<file path="src/sv/command_line_tokenizer_defines.svh">
// Assertion macros shared by the tokenizer modules.
`ifndef COMMAND_LINE_TOKENIZER_DEFINES_SVH
`define COMMAND_LINE_TOKENIZER_DEFINES_SVH
`ifndef ASSERT_OFF
`define CLT_ASSERT(label, clk, rstn, prop) \
	label: assert property (@(posedge clk) disable iff (!rstn) prop) \
		else $error("tokenizer assertion failed");
`define CLT_ASSERT_NEXT(label, clk, rstn, ante, cons) \
	label: assert property (@(posedge clk) disable iff (!rstn) (ante) |=> (cons)) \
		else $error("tokenizer assertion failed");
`else
`define CLT_ASSERT(label, clk, rstn, prop)
`define CLT_ASSERT_NEXT(label, clk, rstn, ante, cons)
`endif
`endif

</file>
<file path="src/sv/clt_pkg.sv">
// Types and constants shared by the command line tokenizer.
package clt_pkg;

	localparam logic [7:0] CH_NUL   = 8'h00;
	localparam logic [7:0] CH_NL    = 8'h0A;
	localparam logic [7:0] CH_SPACE = 8'h20;
	localparam logic [7:0] CH_QUOTE = 8'h22;
	localparam logic [7:0] CH_SLASH = 8'h2F;

	localparam logic KIND_TOKEN   = 1'b0;
	localparam logic KIND_SUMMARY = 1'b1;

	localparam logic [6:0] TOTAL_CAP = 7'd127;

	localparam int OQ_DEPTH = 4;
	localparam int OQ_AW    = $clog2(OQ_DEPTH);
	localparam int OQ_CW    = $clog2(OQ_DEPTH + 1);

	typedef struct packed {
		logic        result_kind;
		logic [6:0]  token_index;
		logic [10:0] token_start;
		logic [10:0] token_length;
		logic        was_quoted;
		logic [6:0]  arg_count;
		logic        last_of_run;
	} res_t;

	typedef struct packed {
		logic [1:0] n;
		res_t       r0;
		res_t       r1;
	} push_t;

endpackage

</file>
<file path="src/sv/clt_text_if.sv">
// Handshake interfaces for the text byte input and the result output.
interface clt_text_if;
	logic       valid;
	logic       ready;
	logic [7:0] text_byte;
	logic       end_of_text;

	modport source (output valid, output text_byte, output end_of_text, input ready);
	modport sink (input valid, input text_byte, input end_of_text, output ready);
endinterface

interface clt_result_if;
	logic        valid;
	logic        ready;
	logic        result_kind;
	logic [6:0]  token_index;
	logic [10:0] token_start;
	logic [10:0] token_length;
	logic        was_quoted;
	logic [6:0]  arg_count;
	logic        last_of_run;

	modport source (output valid, output result_kind, output token_index,
		output token_start, output token_length, output was_quoted,
		output arg_count, output last_of_run, input ready);
	modport sink (input valid, input result_kind, input token_index,
		input token_start, input token_length, input was_quoted,
		input arg_count, input last_of_run, output ready);
endinterface

</file>
<file path="src/sv/clt_parse.sv">
// Parser state and the per-byte step that yields up to two results.
`include "command_line_tokenizer_defines.svh"

module clt_parse #(
	parameter int MAX_TOKENS = 80,
	parameter int MAX_TEXT   = 2048
) (
	input  logic          clk,
	input  logic          arst_n,
	input  logic          step,
	input  logic [7:0]    text_byte,
	input  logic          end_of_text,
	output clt_pkg::push_t push
);
	import clt_pkg::*;

	localparam int PW = $clog2(MAX_TEXT);
	localparam logic [PW-1:0] POS_LIM = PW'(MAX_TEXT - 1);
	localparam logic [7:0] TOK_MAX8 = 8'(MAX_TOKENS);

	localparam logic [2:0] M_BETWEEN       = 3'd0;
	localparam logic [2:0] M_WORD          = 3'd1;
	localparam logic [2:0] M_QUOTE         = 3'd2;
	localparam logic [2:0] M_SLASH         = 3'd3;
	localparam logic [2:0] M_COMMENT       = 3'd4;
	localparam logic [2:0] M_AFTER_COMMENT = 3'd5;
	localparam logic [2:0] M_DONE          = 3'd6;

	function automatic logic [PW-1:0] sat_inc(input logic [PW-1:0] x);
		return (x < POS_LIM) ? x + PW'(1) : POS_LIM;
	endfunction

	function automatic logic [6:0] stored(input logic [7:0] x);
		return (x < TOK_MAX8) ? x[6:0] : TOK_MAX8[6:0];
	endfunction

	logic [2:0]    mode_q;
	logic [PW-1:0] pos_q;
	logic [PW-1:0] beg_q;
	logic [PW-1:0] size_q;
	logic [6:0]    total_q;

	logic [2:0]    m;
	logic [2:0]    nm;
	logic [PW-1:0] npos;
	logic [PW-1:0] nbeg;
	logic [PW-1:0] nsize;
	logic [6:0]    tot_after;
	logic [7:0]    inc_total;
	logic          tok;
	logic          quo;
	logic          ended;
	logic          tok_rep;
	logic [PW+10:0] beg_ext;
	logic [PW+10:0] size_ext;
	res_t          tok_res;
	res_t          sum_res;

	always_comb begin
		m = mode_q;
		if (mode_q == M_SLASH && text_byte != CH_SLASH) begin
			m = M_WORD;
		end
		nm = m;
		nbeg = beg_q;
		nsize = size_q;
		tok = 1'b0;
		quo = 1'b0;
		ended = 1'b0;
		case (m)
			M_SLASH: begin
				nm = M_COMMENT;
			end
			M_WORD: begin
				if (text_byte > CH_SPACE) begin
					nsize = sat_inc(size_q);
				end else begin
					tok = 1'b1;
					nm = M_BETWEEN;
					if (text_byte == CH_NUL || text_byte == CH_NL) begin
						ended = 1'b1;
					end
				end
			end
			M_QUOTE: begin
				if (text_byte == CH_QUOTE) begin
					tok = 1'b1;
					quo = 1'b1;
					nm = M_BETWEEN;
				end else if (text_byte == CH_NUL) begin
					tok = 1'b1;
					quo = 1'b1;
					nm = M_BETWEEN;
					ended = 1'b1;
				end else begin
					nsize = sat_inc(size_q);
				end
			end
			M_COMMENT: begin
				if (text_byte == CH_NUL) begin
					ended = 1'b1;
				end else if (text_byte == CH_NL) begin
					nm = M_AFTER_COMMENT;
				end
			end
			default: begin
				if (text_byte == CH_NUL) begin
					ended = 1'b1;
				end else if (text_byte <= CH_SPACE) begin
					if (text_byte == CH_NL && m == M_BETWEEN) begin
						ended = 1'b1;
					end
				end else if (text_byte == CH_QUOTE) begin
					nm = M_QUOTE;
					nbeg = sat_inc(pos_q);
					nsize = '0;
				end else begin
					nm = (text_byte == CH_SLASH) ? M_SLASH : M_WORD;
					nbeg = pos_q;
					nsize = PW'(1);
				end
			end
		endcase

		npos = ended ? pos_q : sat_inc(pos_q);

		if (end_of_text && !ended) begin
			if (nm == M_WORD || nm == M_SLASH) begin
				tok = 1'b1;
			end else if (nm == M_QUOTE) begin
				tok = 1'b1;
				quo = 1'b1;
			end
			ended = 1'b1;
		end

		inc_total = {1'b0, total_q} + 8'd1;
		tot_after = total_q;
		if (tok && total_q < TOTAL_CAP) begin
			tot_after = inc_total[6:0];
		end
		tok_rep = tok && (total_q < TOK_MAX8[6:0]);

		beg_ext = {11'b0, nbeg};
		size_ext = {11'b0, nsize};

		tok_res.result_kind = KIND_TOKEN;
		tok_res.token_index = total_q;
		tok_res.token_start = beg_ext[10:0];
		tok_res.token_length = size_ext[10:0];
		tok_res.was_quoted = quo;
		tok_res.arg_count = stored(inc_total);
		tok_res.last_of_run = !ended;

		sum_res.result_kind = KIND_SUMMARY;
		sum_res.token_index = '0;
		sum_res.token_start = '0;
		sum_res.token_length = '0;
		sum_res.was_quoted = 1'b0;
		sum_res.arg_count = stored({1'b0, tot_after});
		sum_res.last_of_run = 1'b1;

		push.n = 2'({1'b0, tok_rep} + {1'b0, ended});
		push.r0 = tok_rep ? tok_res : sum_res;
		push.r1 = sum_res;
		if (!step || mode_q == M_DONE) begin
			push.n = 2'd0;
		end
	end

	always_ff @(posedge clk or negedge arst_n) begin
		if (!arst_n) begin
			mode_q <= M_BETWEEN;
			pos_q <= '0;
			beg_q <= '0;
			size_q <= '0;
			total_q <= '0;
		end else if (step) begin
			if (mode_q == M_DONE) begin
				if (end_of_text) begin
					mode_q <= M_BETWEEN;
				end
			end else if (ended) begin
				mode_q <= end_of_text ? M_BETWEEN : M_DONE;
				pos_q <= '0;
				beg_q <= '0;
				size_q <= '0;
				total_q <= '0;
			end else begin
				mode_q <= nm;
				pos_q <= npos;
				beg_q <= nbeg;
				size_q <= nsize;
				total_q <= tot_after;
			end
		end
	end

	`CLT_ASSERT(a_pair_order, clk, arst_n, (push.n == 2'd2) |-> (push.r0.result_kind == KIND_TOKEN && push.r1.result_kind == KIND_SUMMARY))
	`CLT_ASSERT(a_single_last, clk, arst_n, (push.n == 2'd1) |-> push.r0.last_of_run)
	`CLT_ASSERT_NEXT(a_early_end, clk, arst_n, step && mode_q != M_DONE && ended && !end_of_text, mode_q == M_DONE)

endmodule

</file>
<file path="src/sv/clt_outq.sv">
// Result queue that takes up to two words a cycle and hands out one.
`include "command_line_tokenizer_defines.svh"

module clt_outq (
	input  logic                clk,
	input  logic                arst_n,
	input  clt_pkg::push_t      push,
	output logic                room,
	clt_result_if.source        result
);
	import clt_pkg::*;

	res_t             mem [OQ_DEPTH];
	logic [OQ_AW-1:0] wr_q;
	logic [OQ_AW-1:0] rd_q;
	logic [OQ_CW-1:0] cnt_q;
	logic             pop;
	res_t             head;

	assign pop = result.valid && result.ready;
	assign room = (cnt_q <= OQ_CW'(OQ_DEPTH - 2));
	assign head = mem[rd_q];

	assign result.valid = (cnt_q != '0);
	assign result.result_kind = head.result_kind;
	assign result.token_index = head.token_index;
	assign result.token_start = head.token_start;
	assign result.token_length = head.token_length;
	assign result.was_quoted = head.was_quoted;
	assign result.arg_count = head.arg_count;
	assign result.last_of_run = head.last_of_run;

	always_ff @(posedge clk) begin
		if (push.n != 2'd0) begin
			mem[wr_q] <= push.r0;
		end
		if (push.n == 2'd2) begin
			mem[wr_q + OQ_AW'(1)] <= push.r1;
		end
	end

	always_ff @(posedge clk or negedge arst_n) begin
		if (!arst_n) begin
			wr_q <= '0;
			rd_q <= '0;
			cnt_q <= '0;
		end else begin
			wr_q <= wr_q + OQ_AW'(push.n);
			if (pop) begin
				rd_q <= rd_q + OQ_AW'(1);
			end
			cnt_q <= cnt_q + OQ_CW'(push.n) - OQ_CW'(pop);
		end
	end

	`CLT_ASSERT(a_cnt_bound, clk, arst_n, cnt_q <= OQ_CW'(OQ_DEPTH))
	`CLT_ASSERT(a_push_room, clk, arst_n, (push.n != 2'd0) |-> room)

endmodule

</file>
<file path="src/sv/command_line_tokenizer.sv">
// Top level of the quote and comment aware command line tokenizer.
//
// Bytes of a command text enter on the text channel, one word per handshake,
// with end_of_text marking the last byte of a command. Each byte gives zero,
// one or two words on the result channel: a token report (index, start
// offset, length, quoted flag) and/or an end-of-command summary carrying the
// argument count; last_of_run marks the final word caused by a byte.
// A byte is taken into an input register, processed by the parser step once
// the queue has room, and written into a four-word result queue whose head is
// offered on the result channel.
// Throughput is one byte per cycle while the queue has room; a byte that gives
// two results hands the output side two words, which the queue absorbs until
// it fills. A held byte leaves the input register only while the queue has
// room for two words, so a stalled receiver back-pressures the input and no
// word is lost.
// Reset (arst_n low) empties the queue and returns the parser to the start
// of a fresh command at offset zero.
module command_line_tokenizer #(
	parameter int MAX_TOKENS = 80,
	parameter int MAX_TEXT   = 2048
) (
	input  logic         clk,
	input  logic         arst_n,
	clt_text_if.sink     text,
	clt_result_if.source result
);
	import clt_pkg::*;

	logic       v_s1;
	logic [7:0] byte_s1;
	logic       eot_s1;
	logic       room;
	logic       step;
	push_t      push;

	assign step = v_s1 && room;
	assign text.ready = !v_s1 || step;

	always_ff @(posedge clk or negedge arst_n) begin
		if (!arst_n) begin
			v_s1 <= 1'b0;
		end else if (text.ready) begin
			v_s1 <= text.valid;
		end
	end

	always_ff @(posedge clk) begin
		if (text.valid && text.ready) begin
			byte_s1 <= text.text_byte;
			eot_s1 <= text.end_of_text;
		end
	end

	clt_parse #(
		.MAX_TOKENS (MAX_TOKENS),
		.MAX_TEXT   (MAX_TEXT)
	) u_parse (
		.clk         (clk),
		.arst_n      (arst_n),
		.step        (step),
		.text_byte   (byte_s1),
		.end_of_text (eot_s1),
		.push        (push)
	);

	clt_outq u_outq (
		.clk    (clk),
		.arst_n (arst_n),
		.push   (push),
		.room   (room),
		.result (result)
	);

endmodule

</file>
<file path="src/flat_wrapper.sv">
// flat-port wrapper written by rule: the top's interface ports become plain ports
module command_line_tokenizer_flat import clt_pkg::*;
#(
	parameter int MAX_TOKENS = 80,
	parameter int MAX_TEXT   = 2048
)
  (clk, arst_n, text_valid, text_text_byte, text_end_of_text, text_ready, result_valid, result_result_kind, result_token_index, result_token_start, result_token_length, result_was_quoted, result_arg_count, result_last_of_run, result_ready);
  clt_text_if text_i ();
  clt_result_if result_i ();
  input  logic clk;
  input  logic arst_n;
  input wire logic [$bits(text_i.valid)-1:0] text_valid;
  input wire logic [$bits(text_i.text_byte)-1:0] text_text_byte;
  input wire logic [$bits(text_i.end_of_text)-1:0] text_end_of_text;
  output wire logic [$bits(text_i.ready)-1:0] text_ready;
  output wire logic [$bits(result_i.valid)-1:0] result_valid;
  output wire logic [$bits(result_i.result_kind)-1:0] result_result_kind;
  output wire logic [$bits(result_i.token_index)-1:0] result_token_index;
  output wire logic [$bits(result_i.token_start)-1:0] result_token_start;
  output wire logic [$bits(result_i.token_length)-1:0] result_token_length;
  output wire logic [$bits(result_i.was_quoted)-1:0] result_was_quoted;
  output wire logic [$bits(result_i.arg_count)-1:0] result_arg_count;
  output wire logic [$bits(result_i.last_of_run)-1:0] result_last_of_run;
  input wire logic [$bits(result_i.ready)-1:0] result_ready;
  assign text_i.valid = text_valid;
  assign text_i.text_byte = text_text_byte;
  assign text_i.end_of_text = text_end_of_text;
  assign text_ready = text_i.ready;
  assign result_valid = result_i.valid;
  assign result_result_kind = result_i.result_kind;
  assign result_token_index = result_i.token_index;
  assign result_token_start = result_i.token_start;
  assign result_token_length = result_i.token_length;
  assign result_was_quoted = result_i.was_quoted;
  assign result_arg_count = result_i.arg_count;
  assign result_last_of_run = result_i.last_of_run;
  assign result_i.ready = result_ready;
  command_line_tokenizer #(.MAX_TOKENS(MAX_TOKENS), .MAX_TEXT(MAX_TEXT)) u_core (.clk(clk), .arst_n(arst_n), .text(text_i), .result(result_i));
endmodule
</file>
<file path="config.mk">
export PLATFORM = sky130hd
export DESIGN_NAME = command_line_tokenizer_flat
export DESIGN_NICKNAME = d
export VERILOG_FILES = /design/src/sv/clt_pkg.sv /design/src/sv/clt_text_if.sv /design/src/sv/clt_parse.sv /design/src/sv/clt_outq.sv /design/src/sv/command_line_tokenizer.sv /design/src/flat_wrapper.sv
export VERILOG_INCLUDE_DIRS = /design/src /design/src/sv
export SDC_FILE = /design/constraint.sdc
export NUM_CORES = 1
export LEC_CHECK = 0
export ABC_CLOCK_PERIOD_IN_PS = 8900
export BUFFER_PORTS_ARGS = -buffer_cell sky130_fd_sc_hd__buf_2
export CAP_MARGIN = 20
export CORE_MARGIN = 4
export CORE_UTILIZATION = 66
export DETAILED_ROUTE_END_ITERATION = 6
export HOLD_SLACK_MARGIN = 0.1
export PLACE_DENSITY = 0.85
export REMOVE_ABC_BUFFERS = 1
export SLEW_MARGIN = 0
export SYNTH_ARGS = -nofsm -noshare
export SYNTH_HDL_FRONTEND = slang
export SYNTH_SLANG_ARGS = --single-unit
</file>
<file path="constraint.sdc">
create_clock -name clk -period 8.9 [get_ports clk]
set_clock_uncertainty 0.1 [all_clocks]
set_input_delay 0.89 -clock clk [delete_from_list [all_inputs] [get_ports clk]]
set_output_delay 0.89 -clock clk [all_outputs]
set_load 0.01 [all_outputs]
</file>
==> impl_metrics.json, run 1 <==
{
  "status": "completed",
  "nNetsFinal": 975,
  "yosysWarningCount": 0,
  "ys_seq_area_share_pct": 50.2,
  "worst-endpoint-required_ps": 9200,
  "fin_setup_tns_ps": 0,
  "setup_viol": 0,
  "period_share_pct": 51.5,
  "initialDrtViolationCount": 762,
  "max_slew_margin_pct": 35.2,
  "cp-end-kind": "register",
  "synth_most_common_cell": "dfxtp_1",
  "cts-htree-levels": 1,
  "coreArea_um2": 14600,
  "start_util_pct": 67.5,
  "route.met3.wl_mm": 1.67,
  "finalHoldViolations": 0,
  "crit_arrival_ps": 4880,
  "crit_cells": 13,
  "post_cts_buffers": 0,
  "synth_largest_area_cell": "dfxtp_1",
  "synthCells": 933,
  "slew_violations": 0,
  "worstMarginPinSlew_ps": 972,
  "holdBufCountCts": 0,
  "max_stage_delay_ps": 500,
  "area_growth_syn_to_layout_pct": 9.50,
  "track_usage_pct": 27.9,
  "drc": 0,
  "via_per_inst": 6.66,
  "dr.pass1.iters": 5,
  "die_area_um2": 16900,
  "numCtsBuffers": 23,
  "place_inst": 1111,
  "die_w_um": 130,
  "grt_pass1_vias": 7401,
  "drt-met1-wl_mm": 9.86,
  "hold_path_class": "register to register",
  "hpwl_mm": 14.8,
  "critPathTopFamily": "compound AO/OA/AOI/OAI gates",
  "clk_pin_slew_ps": 60,
  "clockRootBuffer": "clkbuf_16",
  "cts-resized-gates": 0,
  "fill_cells": 1020,
  "startpoint_type": "register",
  "period_needed_ps": 4590,
  "rows": 44,
  "clock-sinks": 216,
  "max-cap-violations": 0,
  "max_clock_freq_ghz": 0.218,
  "wl_per_cell_um": 20.1,
  "postLayoutCoreUtil_pct": 74.0,
  "grt_remaining_overflow": 0,
  "yosys_register_bits": 216,
  "crit_type": "register to register",
  "crit_path_max_fanout": 20,
  "final_antenna_net_count": 0,
  "peakVddDrop_mv": 0.201,
  "p_per_area_nw_per_um2": 294,
  "clockBufferDepth": 3,
  "layout-drive-gt1-share_pct": 16.9,
  "synthFlopType": "dfxtp_1",
  "wirelength_mm": 23.2,
  "worst-path-buf-inv": 2,
  "routed-via-count": 7678,
  "yosysUniqueCellTypes": 78,
  "die_h_um": 130,
  "avgSynthCellArea_um2": 10.6,
  "antenna_found_initial": 0,
  "syn_area_um2": 9850,
  "r2r_cells": 13,
  "rsz0062_at_grt": "no",
  "cts_tree": "done",
  "layout.cells.non_filler": 1153,
  "top_layer": "met4",
  "synth_common_cells": "dfxtp_1, nand2_1, o21ai_0",
  "route.met2.wl_mm": 11.2,
  "gp_congestion": 0.916,
  "io_pins": 54,
  "clk-insertion-delay-late_ps": 510,
  "synth_edf_count": 37,
  "synth_top_cell_area_share_pct": 26.0,
  "whs_path_depth": 2,
  "crit_path_cell_trace": "or3_1 -> a211oi_2 -> o211ai_1 -> o211a_4 -> o21bai_4 -> nand2_2 -> inv_1 -> ha_1 -> nand2b_1 -> a21oi_1 -> nand2_1 -> buf_4 -> a22o_1",
  "grt_pass1_wl_mm": 37.8,
  "diodes": 0,
  "grt_max_degree": 52,
  "slowest_stage": "or3_1",
  "port_buffers": 53,
  "synthArstFlopShare_pct": 23.6,
  "p_leak_nw": 4.21,
  "synth_area_leaders": "dfxtp_1, dfrtp_1, edfxtp_1"
}
## per-layer routing
layer | vias to the layer above | track usage (%)
li1 | 3513 | -
met1 | 3778 | 38.9
met2 | 341 | 46.0
met3 | 46 | 4.01
met4 | 0 | 7.52
met5 | - | 0
## final timing paths
| check | start | endpoint | slack (ps) |
|---|---|---|---|
| min in group asynchronous | arst_n | u_core.u_parse.beg_q[4]$_DFFE_PN0P_ | 390 |
| min | u_core.u_outq.mem[3][9]$_SDFFE_PP0P_ | u_core.u_outq.mem[3][9]$_SDFFE_PP0P_ | 340 |
| max | u_core.byte_s1[7]$_DFFE_PP_ | u_core.u_outq.mem[3][22]$_SDFFE_PP0P_ | 4310 |
| min reg2reg | u_core.u_outq.mem[3][9]$_SDFFE_PP0P_ | u_core.u_outq.mem[3][9]$_SDFFE_PP0P_ | 340 |
| max reg2reg | u_core.byte_s1[7]$_DFFE_PP_ | u_core.u_outq.mem[3][22]$_SDFFE_PP0P_ | 4310 |
| max in group asynchronous | arst_n | u_core.u_outq.rd_q[0]$_DFFE_PN0P_ | 7790 |
## power breakdown
| group | switching [W] | internal (W) |
|---|---|---|
| registers | 0.000129 | 0.00115 |
| clock network | 0.000375 | 0.000540 |
| logic | 0.000607 | 0.000368 |
| total | 0.00111 | 0.00206 |
## cell families (layout without fill, tap and decap cells)
group | Yosys count | in the layout | share of synthesized area [%]
xor gates and xnor gates | 11 | 11 | 0.978
AOI/OAI and AO/OA | 294 | 294 | 20.9
adders and majority gates | 9 | 9 | 1.22
muxes | 41 | 41 | 9.12
and+or+nand+nor | 272 | 272 | 12.9
DFF | 216 | 216 | 50.2
buffers and inverters | 90 | 126 | 4.72
## worst register-to-register path: cells and delay by family (launching register included)
family,cells,cell delay [ps]
flops,1,430
fa+ha+maj,1,340
compound gates,6,1580
simple gates,4,1330
buf+inv,2,700
## sequential cells by signal (all words and copies together), names as in the netlist
| register | flops |
|---|---|
| u_core.u_outq.mem | 156 |
| u_core.u_parse.beg_q | 11 |
| u_core.u_parse.pos_q | 11 |
| u_core.u_parse.total_q | 7 |
| u_core.u_outq.cnt_q | 3 |
| u_core.u_outq.rd_q | 2 |
| u_core.u_parse.size_q | 11 |
| u_core.eot_s1 | 1 |
| u_core.u_outq.wr_q | 2 |
| u_core.byte_s1 | 8 |
| u_core.v_s1 | 1 |
| u_core.u_parse.mode_q | 3 |
## final cells by class
| cell class | count | area, µm² | area share [%] |
|---|---|---|---|
| inverters | 21 | 78.8 | 0.731 |
| multi-input cells | 627 | 4440 | 41.2 |
| repair buffers | 64 | 360 | 3.34 |
| clock buffers | 33 | 653 | 6.05 |
| flip-flops and latches | 216 | 4950 | 45.9 |
| well taps | 184 | 230 | 2.13 |
| clock inverters | 8 | 71.3 | 0.661 |
## metrics by stage
stage / power, W / hold slack [ps] / cell area (µm²) / setup slack, ps
6_report: 0.00317 / 343 / 10800 / 4310
3_5_place_dp: 0.00225 / 338 / 10000 / 4410
2_1_floorplan: 0.00192 / 320 / 9470 / 4750
3_3_place_gp: 0.00221 / 328 / 10000 / 4570
4_1_cts: 0.00316 / 350 / 10800 / 4370
5_1_grt: 0.00333 / 373 / 10800 / 4000
## layout by cell type (no fill, tap or decap), types with 7 or more instances in the layout
cell type,Yosys,final
and3_1,11,11
xnor2_1,7,7
nor2_1,44,44
nand3_1,22,22
ha_1,8,8
mux4_2,39,39
edfxtp_1,37,37
clkbuf_16,0,23
a22o_1,86,86
nand2_1,116,116
o31ai_1,7,7
dfrtp_1,51,49
buf_2,9,53
buf_4,2,10
inv_1,21,21
a21oi_1,25,25
o21ai_0,113,113
nor3_1,27,26
and2_1,9,9
dfxtp_1,128,128
Power figures use the tool's default switching activity.
==> run 2, diff against run 1 <==
- ABC_CLOCK_PERIOD_IN_PS: 8900 -> 4790
- CORE_UTILIZATION: 66 -> 61
- PLACE_DENSITY: 0.85 -> 0.8
- clock period: 8.9 -> 4.79 ns (I/O delays scaled with it)
==> run 2 against run 1 <==
- utilization fell by 5.1 points
- sequential power rose by 91%
- critical endpoint is now u_core.u_outq.mem[2][24]$_SDFFE_PP0P_
- combinational power rose by 79%
- design area rose by 1.4%
- first-iteration DRC count fell by 6.3%
- worst setup slack got worse by 3800 ps
- wire length rose by 2.2%
- global-route usage fell by 1.2 points
==> impl_metrics.json, run 2 (synthesis results as in run 1) <==
{
  "status": "completed",
  "port_buffers": 53,
  "io_pins": 54,
  "diodes": 0,
  "layout-drive-gt1-share_pct": 16.8,
  "hpwl_mm": 15.2,
  "worstMarginPinSlew_ps": 1100,
  "die_w_um": 135,
  "start_util_pct": 62.0,
  "finalHoldViolations": 0,
  "largest_reg_flops": 156,
  "period_share_pct": 89.2,
  "max-cap-violations": 0,
  "drc": 0,
  "clockBufferDepth": 3,
  "design_area_um2": 10900,
  "p_per_area_nw_per_um2": 532,
  "via_per_inst": 6.30,
  "clk_pin_slew_ps": 60,
  "max_clock_freq_ghz": 0.234,
  "die_area_um2": 18300,
  "pwr-share-comb_pct": 30.1,
  "routed-via-count": 7575,
  "crit_type": "register to register",
  "period_needed_ps": 4270,
  "track_usage_pct": 26.7,
  "max_slew_margin_pct": 27.0,
  "hold_path_class": "primary input to register",
  "antenna_found_initial": 0,
  "clock-sinks": 216,
  "dr.pass1.iters": 5,
  "numCtsBuffers": 22,
  "final_antenna_net_count": 0,
  "startpoint_type": "register",
  "grt_pass1_vias": 7625,
  "placed_cell_area_um2": 10100,
  "clockRootBuffer": "clkbuf_16",
  "coreArea_um2": 15900,
  "setup_viol": 0,
  "grt_remaining_overflow": 0,
  "clk-insertion-delay-late_ps": 510,
  "fin_setup_tns_ps": 0,
  "grt_max_degree": 52,
  "wl_per_cell_um": 19.7,
  "peakVddDrop_mv": 0.435,
  "rows": 46,
  "ff2ff_setup_slack_ps": 520,
  "power_frac_seq_pct": 42.1,
  "pwr-share-clk_pct": 27.8,
  "initialDrtViolationCount": 714,
  "cts_tree": "done",
  "rsz0062_at_grt": "no",
  "slew_violations": 0,
  "cts-htree-levels": 1,
  "grt_pass1_wl_mm": 39.5,
  "area_growth_syn_to_layout_pct": 11.0,
  "cp-end-kind": "register",
  "p_sw_share_pct": 35.3,
  "final_cell_mix": "dfxtp_1, nand2_1, o21ai_0",
  "p_int_w": 0.00377,
  "power.total_w": 0.00582,
  "regMostFlops": "u_core.u_outq.mem",
  "worst-endpoint-required_ps": 5130,
  "fill_cells": 1213,
  "post_cts_buffers": 0,
  "p_leak_nw": 4.25,
  "nNetsFinal": 992,
  "gp_congestion": 0.902,
  "mostFrequentLayoutCell": "dfxtp_1",
  "crit_path_max_fanout": 13,
  "switchingPower_w": 0.00205,
  "die_h_um": 135,
  "crit_arrival_ps": 4620,
  "wirelength_mm": 23.7
}
## run 2: cell types whose count changed in the layout (fill, tap and decap cells not counted)
cell / before / now
buf_4: 10 / 18
buf_12: 1 / 0
dlygate4sd3_1: 0 / 11
clkinv_8: 0 / 1
clkinv_2: 6 / 2
inv_8: 1 / 0
clkbuf_8: 4 / 5
clkbuf_1: 6 / 10
bufinv_16: 1 / 0
clkbuf_16: 23 / 22
## run 2: repair_timing
item / in CTS / in global routing
hold endpoints to repair: 61 / 0
hold buffers: 11 / 0
resized for setup: 0 / 0
## run 2: cell type report
cell class	instances	area, µm²	share of cell area, %
flip-flops and latches	216	4950	45.3
multi-input cells	627	4440	40.6
clock buffers	37	657	6.00
repair buffers	82	510	4.67
well taps	216	270	2.47
inverters	21	78.8	0.721
clock inverters	3	26.3	0.240
## run 2: worst paths after layout
check                                                 startpoint                                     to  depth (start not counted)
setup / recovery                     u_core.byte_s1[7]$_DFFE_PP_  u_core.u_outq.mem[2][24]$_SDFFE_PP0P_                         13
setup reg to reg                     u_core.byte_s1[7]$_DFFE_PP_  u_core.u_outq.mem[2][24]$_SDFFE_PP0P_                         13
min in group asynchronous                                 arst_n    u_core.u_parse.pos_q[4]$_DFFE_PN0P_                          3
hold reg to reg            u_core.u_outq.mem[2][13]$_SDFFE_PP0P_  u_core.u_outq.mem[2][13]$_SDFFE_PP0P_                          2
max in group asynchronous                                 arst_n      u_core.u_outq.rd_q[1]$_DFFE_PN0P_                          3
hold / removal                                      result_ready      u_core.u_outq.rd_q[0]$_DFFE_PN0P_                          3
## run 2: power by group through the flow
stage / Combinational [W] / Sequential (W) / Clock, W
3_3_place_gp: 0.00169 / 0.00247 / 0
6_report: 0.00175 / 0.00245 / 0.00162
5_1_grt: 0.00191 / 0.00249 / 0.00172
3_5_place_dp: 0.00173 / 0.00248 / 0
2_1_floorplan: 0.00115 / 0.00242 / 0
4_1_cts: 0.00175 / 0.00245 / 0.00165
## run 2: metrics by stage
step | utilization (%) | worst slack [ps] | hold slack [ps] | cells
after global routing | 68.9 | 135 | 277 | 1202
after detailed placement | 63.8 | 371 | 340 | 1149
after global placement | 63.8 | 525 | 329 | 1149
after CTS | 68.8 | 370 | 247 | 1200
after floorplan | - | 638 | 83.4 | 864
final | 68.9 | 515 | 265 | 1202
## run 2: critical path: stages (launching register included)
cell,delay [ps]
edfxtp_1,420
or3_1,500
nor3_1,440
o41a_2,220
o211a_4,200
o21bai_4,150
nand2_2,170
inv_1,80
ha_1,340
o21ai_1,160
or2_0,410
nor2_1,610
buf_4,280
a22o_1,140
## run 2: layer usage
metal | GRT usage [%] | vias up | part of all wire [%]
li1 | - | 3539 | -
met1 | 36.6 | 3719 | 44
met2 | 44.0 | 268 | 47
met3 | 4.14 | 49 | 6.1
met4 | 8.45 | 0 | 2.5
met5 | 0 | - | 0
==> run 3, diff against run 2 <==
- CELL_PAD_IN_SITES_DETAIL_PLACEMENT: unset -> 1
- CELL_PAD_IN_SITES_GLOBAL_PLACEMENT: unset -> 1
- CORE_UTILIZATION: 61 -> 52
- PLACE_DENSITY: 0.8 -> unset
- PLACE_DENSITY_LB_ADDON: unset -> 0.1
- SYNTH_HIERARCHICAL: unset -> 1
==> run 3 against run 2 <==
- combinational power grew 54%
- synthesized cell count is 1.1% lower
- global-route usage is 1.8 points lower
- critical path depth shrank 1
- non-clock buffer count increased by 12
- final cell count up 7.2%
- register-to-register slack worse by 170 ps
- first-iteration DRC count shrank 27%
- total power is 27% higher
- worst setup slack worse by 170 ps
- sequential share of layout area rose by 0.72 points
- clock power rose by 19%
==> impl_metrics.json, run 3 <==
{
  "track_usage_pct": 24.8,
  "hold_slack_ps": 215,
  "grt_remaining_overflow": 0,
  "clockRootBuffer": "clkbuf_16",
  "startpoint_type": "register",
  "peakVddDrop_mv": 0.383,
  "hpwl_mm": 20.2,
  "p_per_area_nw_per_um2": 548,
  "synth_most_common_cell": "edfxtp_1",
  "crit_arrival_ps": 4540,
  "hold_path_class": "primary input to register",
  "initialDrtViolationCount": 524,
  "avgSynthCellArea_um2": 13.1,
  "wirelength_mm": 31.7,
  "worstMarginPinSlew_ps": 1020,
  "largest_reg_flops": 156,
  "p_leak_nw": 5.21,
  "cts_tree": "done",
  "synthArstFlopShare_pct": 23.6,
  "start_util_pct": 53.2,
  "area_growth_syn_to_layout_pct": 12.2,
  "rsz0062_at_grt": "no",
  "design_area_um2": 13600,
  "power.total_w": 0.00742,
  "layout-drive-gt1-share_pct": 34.4,
  "synthCells": 923,
  "yosysWarningCount": 6,
  "whs_endpoint": "u_core/u_outq/rd_q[1]$_DFFE_PN0P_",
  "synth_mux_area_share_pct": 22.5,
  "layout.cells.non_filler": 1289,
  "nNetsFinal": 1008,
  "io_pins": 54,
  "routed-via-count": 8153,
  "fin_setup_tns_ps": 0,
  "die_area_um2": 25700,
  "numCtsBuffers": 25,
  "crit_path_max_fanout": 24,
  "synth_top_family_by_area": "multiplexers",
  "via_per_inst": 6.33,
  "r2r_start": "u_core/byte_s1[6]$_DFFE_PP_",
  "die_w_um": 160,
  "synthFlopType": "edfxtp_1",
  "status": "completed",
  "synth_largest_area_cell": "edfxtp_1",
  "clk-insertion-delay-late_ps": 520,
  "period_share_pct": 92.9,
  "setup_viol": 0,
  "gp_congestion": 0.976,
  "clk_pin_slew_ps": 60,
  "fill_cells": 2235,
  "slew_violations": 0,
  "placed_cell_area_um2": 12600,
  "clockBufferDepth": 3,
  "synthAdderAreaFrac_pct": 0.995,
  "clock-sinks": 216,
  "worst-endpoint-required_ps": 4880,
  "place_inst": 1233,
  "synthSimpleGateAreaFrac_pct": 8.56,
  "grt_pass1_wl_mm": 50.9,
  "max_clock_freq_ghz": 0.225,
  "slowest_stage": "nor2_4",
  "crit_path_cell_trace": "or3_1 -> o41a_1 -> a2bb2oi_2 -> o32ai_2 -> a21o_1 -> nand2_1 -> inv_1 -> ha_1 -> and3_1 -> mux2i_1 -> nor2_4 -> buf_4",
  "rows": 55,
  "diodes": 0,
  "critPathTopFamily": "simple AND/OR/NAND/NOR gates",
  "synth_common_cells": "edfxtp_1, mux2_2, dfrtp_1",
  "yosys_register_bits": 216,
  "wl_per_cell_um": 24.6,
  "ys_seq_area_share_pct": 51.6,
  "synth_area_leaders": "edfxtp_1, mux2_2, dfrtp_1",
  "cp-end-kind": "register",
  "r2r-end": "u_core/u_outq/mem[1][17]$_DFFE_PP_",
  "antenna_found_initial": 0,
  "port_buffers": 53,
  "syn_area_um2": 12100,
  "ff2ff_setup_slack_ps": 340,
  "max_slew_margin_pct": 32.1,
  "dr.pass1.iters": 5,
  "cts-htree-levels": 1,
  "synth-xor-area-share_pct": 0.725,
  "grt_pass1_vias": 8905,
  "yosysUniqueCellTypes": 73,
  "synth_edf_count": 165,
  "synth_compound_area_share_pct": 10.7,
  "final_cell_mix": "edfxtp_1, mux2_2, buf_2",
  "regMostFlops": "u_core/u_outq/mem",
  "whs_path_depth": 3,
  "synth_top_cell_area_share_pct": 41.0,
  "mostFrequentLayoutCell": "edfxtp_1",
  "crit_type": "register to register",
  "max-cap-violations": 0,
  "finalHoldViolations": 0,
  "period_needed_ps": 4450,
  "min_from": "result_ready",
  "r2r_cells": 12,
  "grt_max_degree": 52,
  "max_stage_delay_ps": 780,
  "drc": 0,
  "coreArea_um2": 22700,
  "post_cts_buffers": 0,
  "worst-path-buf-inv": 2,
  "final_antenna_net_count": 0,
  "die_h_um": 160
}
[run 3: worst max path at each step]
stage | startpoint | end | slack [ps] | depth (start not counted)
after global routing | u_core/byte_s1[6]$_DFFE_PP_ | u_core/u_outq/mem[1][14]$_DFFE_PP_ | 60 | 13
after floorplan | u_core/byte_s1[6]$_DFFE_PP_ | u_core/u_outq/mem[0][0]$_DFFE_PP_ | -2330 | 12
after CTS | u_core/byte_s1[6]$_DFFE_PP_ | u_core/u_outq/mem[1][17]$_DFFE_PP_ | 310 | 12
after detailed placement | u_core/byte_s1[6]$_DFFE_PP_ | u_core/u_outq/mem[1][21]$_DFFE_PP_ | 380 | 12
after global placement | u_core/byte_s1[6]$_DFFE_PP_ | u_core/u_outq/mem[3][19]$_DFFE_PP_ | 430 | 12
final | u_core/byte_s1[6]$_DFFE_PP_ | u_core/u_outq/mem[1][17]$_DFFE_PP_ | 340 | 12
[run 3: kinds of logic after synthesis]
logic type,after synthesis
adder cells (fa/ha/maj),9
multiplexers,199
AO/OA/AOI/OAI,182
AND/OR/NAND/NOR,199
flip-flops,216
XOR/XNOR,10
buffers and inverters,106
other,2
[run 3: routing by layer]
layer	vias up	share of wire, %	track usage [%]
met1	4176	43	34.4
met2	250	49	41.3
met5	-	0	0
li1	3658	-	-
met4	0	2.9	7.47
met3	69	4.7	3.23
[run 3: metrics by stage]
| step | utilization [%] | worst slack (ps) |
|---|---|---|
| floorplan | - | -2330 |
| global placement | 55.4 | 431 |
| detailed placement | 55.6 | 376 |
| CTS | 59.7 | 308 |
| global route | 59.7 | 60.9 |
| finish | 59.7 | 342 |
[run 3: cell type report]
class                   count  area, µm²  area share (%)
clock buffers              35        723            5.34
multi-input cells         631       5410            39.9
well taps                 285        357            2.63
inverters                  18       67.6           0.499
flip-flops and latches    216       6230            46.0
clock inverters            10        103           0.757
repair buffers             94        663            4.89
[run 3: repair_timing]
item / CTS / global route
setup endpoints to repair: 0 / 0
resized for setup: 0 / 0
hold buffers: 11 / 0
hold endpoints to repair: 61 / 0
[run 3: report_power, final]
group          internal, W  switching (W)
sequential         0.00252       0.000287
clock              0.00115       0.000765
combinational      0.00114        0.00156
[run 3: worst register-to-register path: cells and delay by family, from the launching register on]
kind / cells / cell delay [ps]
AND/OR/NAND/NOR: 4 / 1560
AO/OA/AOI/OAI: 4 / 1050
buffers and inverters: 2 / 490
flip-flops: 1 / 430
adder cells (fa/ha/maj): 1 / 270
multiplexers: 1 / 210
